===== src/rtl/core/dqpi_mul.sv =====
// Shared signed 33x33 multiplier with registered product
module dqpi_mul (
  input  logic               clk,
  input  logic signed [32:0] a,
  input  logic signed [32:0] b,
  output logic signed [65:0] p_r
);
  // one product per cycle, registered
  always_ff @(posedge clk) begin
    p_r <= a * b;
  end
endmodule


===== config.mk =====
export PLATFORM = sky130hd
export DESIGN_NAME = dqpi_mul
export DESIGN_NICKNAME = d
export VERILOG_FILES = /design/src/rtl/core/dqpi_mul.sv
export SDC_FILE = /design/constraint.sdc
export NUM_CORES = 2
export LEC_CHECK = 0
export BUFFER_PORTS_ARGS = -buffer_cell sky130_fd_sc_hd__buf_4
export CAP_MARGIN = 30
export CORE_MARGIN = 8
export CORE_UTILIZATION = 54
export DETAILED_ROUTE_END_ITERATION = 8
export GPL_TIMING_DRIVEN = 0
export MAX_ROUTING_LAYER = met4
export PLACE_DENSITY = 0.67
export SLEW_MARGIN = 20
export SYNTH_ARGS = -nofsm -noshare
export SYNTH_HDL_FRONTEND = slang
export SYNTH_SLANG_ARGS = --single-unit

===== constraint.sdc =====
create_clock -name clk -period 12.1 [get_ports clk]
set_input_delay 1.21 -clock clk [delete_from_list [all_inputs] [get_ports clk]]
set_output_delay 1.21 -clock clk [all_outputs]
set_load 0.02 [all_outputs]

# Word level (Yosys, flattened, before mapping)
# Index checks and enable logic that the tools add are counted.
# totals
reg_bits,66
wordCells,2
# op_classes
multipliers,1
# op_table
cell,count
$mul 33x33->66,1

# Logic depth before layout (Yosys ltp)
# logic_depth
depth_word,1
mapped_depth,27
depth_no_buf,26

# Worst setup path after synthesis
# Ideal clock, no wire load.
# synth_path
path_type,input to register
startpoint,input a[32]
endpoint,register p_r[62]
setup_ns,0.079
arrival_ns,8.367
t_required_ns,12.021
setup_slack_ns,3.654
cell_stages,23
path_buffers,2
cell_sequence,clkbuf_1 > nand2_1 > inv_1 > fa_1 > fa_1 > fa_1 > fa_1 > fa_1 > fa_1 > fa_1 > inv_1 > fa_1 > inv_1 > ha_1 > clkbuf_1 > and3_1 > nand3_1 > nand2b_1 > a2111oi_4 > a211oi_4 > a21o_2 > a21o_1 > a211oi_2
# synth_via
elab_chain_len,1
# synth_rtl
element,line_no,text
start: declaration,4,"input logic signed [32:0] a,"
$mul 33x33->66,10,p_r <= a * b;
end signal: assignment,10,
end: declaration,6,output logic signed [65:0] p_r
# Every way passes these cells.

# Worst setup path in the final report
# layout_path
startpoint,input a[32]
endpoint,register p_r[58]
# The elaborated chain is that of the path after synthesis.

==> reports/qor.txt <==
Largest registers -> p_r: 66 flops
Maximum fanout along the worst path -> 17
Area leader, netlist -> fa_1
Clock slew at reported path FFs -> 0.08 ns
Post-synthesis mux area share -> 0%
Post-synth top area share -> 56.3%
Fin Setup TNS -> 0 ns
Die span in x -> 291 µm
Largest family of logic cells by synthesized area -> adder cells
Fill count -> 6816
DRT antenna net count -> 0
Measured slew at the worst slew-check pin -> 1.13 ns
Xor and xnor area share after synthesis -> 1.46%
Synthesized flop and latch total -> 66
Mapped Nets -> 5767
Finish-stage setup viols -> 0
Io pins -> 133
Core Area -> 74600 µm²
Adder-Cell Fraction of Synth Area -> 62.9%
Tmin final -> 9.63 ns
Hpwl dp -> 124 mm
Post-Route WL -> 144 mm
Compound-gate portion of the synthesized area -> 4.07%
Gr ovfl total -> 0
Post-CTS Setup Inserts -> 0
First-pass GRT wire length -> 213 mm
CTS buffer count -> 9
Input/output buffers -> 132
Outcome -> finished clean
WL/cell -> 26.2 µm
Final net count -> 5928
Met1 Wirelength -> 49.7 mm
Highest Signal Layer -> met4
Area share of and/or/nand/nor cells after synthesis -> 15.8%
Top_reg_cell synth -> dfxtp_1
Synth area leaders -> fa_1 (56%), inv_1 (10%), and2_1 (8.6%)
Rows -> 100
Placer congestion estimate -> 1.09
Register area share after synthesis -> 3.24%
CTS Root Cell -> clkbuf_16
H-tree Lvls -> 3
RSZ-0062 raised after global routing -> no
Yosys warnings -> 0
Final hold vios -> 0
P&R area growth vs syn -> 6.86%
Via count -> 31200
Number of flops mapped to enable cells by yosys -> 0
Post-CTS Hold Fix Bufs -> 0
Total iterations of the first detailed-routing run -> 6
Met2 routed WL -> 67.2 mm
Die area -> 84500 µm²
CTS Buffer Depth -> 2
WP data arrival -> 9.92 ns
Share of cells above drive strength 1 -> 4.84%
CTS sink count -> 66
Hold Path Class -> input pin to flip-flop
Critical path type -> input pin to flip-flop
Gate Count Post-Synth -> 4338
WHS Path Cells -> 2
Reported max-cap violation count -> 0
Via-to-Cell Ratio -> 5.68
Syn avg cell area -> 9.39 µm²
Setup crit start -> a[32]
Netlist Area Pre-Place -> 40700 µm²
Initial antenna violation count -> 17
# resized after CTS -> 0
Vias in the first global route -> 33200
Synth unique cells -> 80
Period utilisation layout -> 79.6%
Max FFs per register -> 66
Starting DRC count in detailed routing -> 2845
Hold EP -> p_r[0]
Total GRT Usage -> 35.7%
TritonCTS clock tree -> built
Reg with most FFs -> p_r
Initial Utilization -> 54.6%
Met3 WL -> 13.5 mm
Placed instance count -> 5450
Slew Limit Fails -> 0
Final cell count without fillers -> 5488
WP data required -> 12.39 ns
Drc violations -> 0
FFs w/ async S/R, synth -> 0%
Crit end category -> flip-flop
Fmax -> 104 MHz
Hold path startpoint -> a[0]
CP startpoint kind -> input pin
Max-slew headroom -> 25.0%
Largest net degree at the start of global routing -> 27
DIE HEIGHT -> 291 µm
[cells by family after synthesis]
group / Yosys count
compound gates: 219
fa+ha+maj: 1362
xor+xnor: 68
simple gates: 1271
flops: 66
buf+inv: 1352
[worst max-delay path by stage]
| stage | endpoint | depth (start not counted) |
|---|---|---|
| floorplan | p_r[62] | 23 |
| CTS | p_r[58] | 24 |
| global placement | p_r[58] | 23 |
| global route | p_r[58] | 24 |
| finish | p_r[58] | 24 |
| detailed placement | p_r[58] | 24 |
[worst max-delay path, cell delays in order]
cell	delay, ns
buf_4	0.18
clkbuf_1	0.77
nand2_1	0.21
inv_1	0.19
fa_1	0.49
fa_1	0.63
fa_2	0.59
fa_2	0.99
fa_1	0.55
fa_1	0.54
fa_1	0.50
inv_1	0.05
fa_1	0.47
inv_1	0.04
ha_1	0.26
clkbuf_1	0.30
and3_1	0.22
nand3_1	0.21
nand2b_1	0.31
a2111oi_4	0.36
a211oi_4	0.13
a21oi_2	0.34
nor4b_2	0.09
a311oi_1	0.26
[through the flow]
step / setup WS, ns / cell area (µm²) / hold slack (ns) / utilization (%)
detailed placement: 2.14 / 43100 / 1.62 / 57.8
floorplan: 3.65 / 40700 / 1.34 / -
global placement: 1.62 / 42900 / 1.62 / 57.6
global route: 2.20 / 43500 / 1.25 / 58.3
CTS: 2.52 / 43400 / 1.24 / 58.2
finish: 2.47 / 43500 / 1.29 / 58.4
[Yosys cell counts (all sizes together) (33+ instances only)]
| cell | n |
|---|---|
| fa | 1145 |
| inv | 1131 |
| and2 | 563 |
| nand2 | 551 |
| ha | 217 |
| clkbuf | 208 |
| nor2 | 68 |
| dfxtp | 66 |
| a21oi | 61 |
| xnor2 | 43 |
| a21o | 38 |
| o21ai | 33 |
[layout by cell type, fill, tap and decap left out, drive strengths merged, types with 7 or more instances in the layout]
cell type,instances
fa,1145
inv,1133
and2,563
nand2,551
ha,217
clkbuf,217
buf,163
nor2,68
dfxtp,66
a21oi,61
xnor2,43
a21o,38
o21ai,33
nand3,26
xor2,25
diode,15
nand2b,12
nand4,12
o21bai,11
a211oi,11
a31oi,9
nor3,7
o31ai,7
[routing by layer]
metal	GRT usage (%)	vias up
li1	-	12700
met1	41.6	16200
met2	55.8	1776
met3	6.22	498
met4	26.0	0
met5	-	-
[area by class of cell]
cell class | count | area [µm²] | area share (%)
Inverter | 1131 | 4250 | 9.75
Timing Repair Buffer | 150 | 1210 | 2.79
Clock buffer | 9 | 225 | 0.517
Buffer | 221 | 852 | 1.96
Clock inverter | 7 | 101 | 0.233
Multi-Input combinational cell | 2920 | 34300 | 78.8
Tap cell | 969 | 1210 | 2.79
Antenna cell | 15 | 37.5 | 0.0862
Sequential cell | 66 | 1320 | 3.04
Power is left out: the tool's default activity adds up to more than one toggle a clock period on the data nets, which glitch-free logic cannot reach.
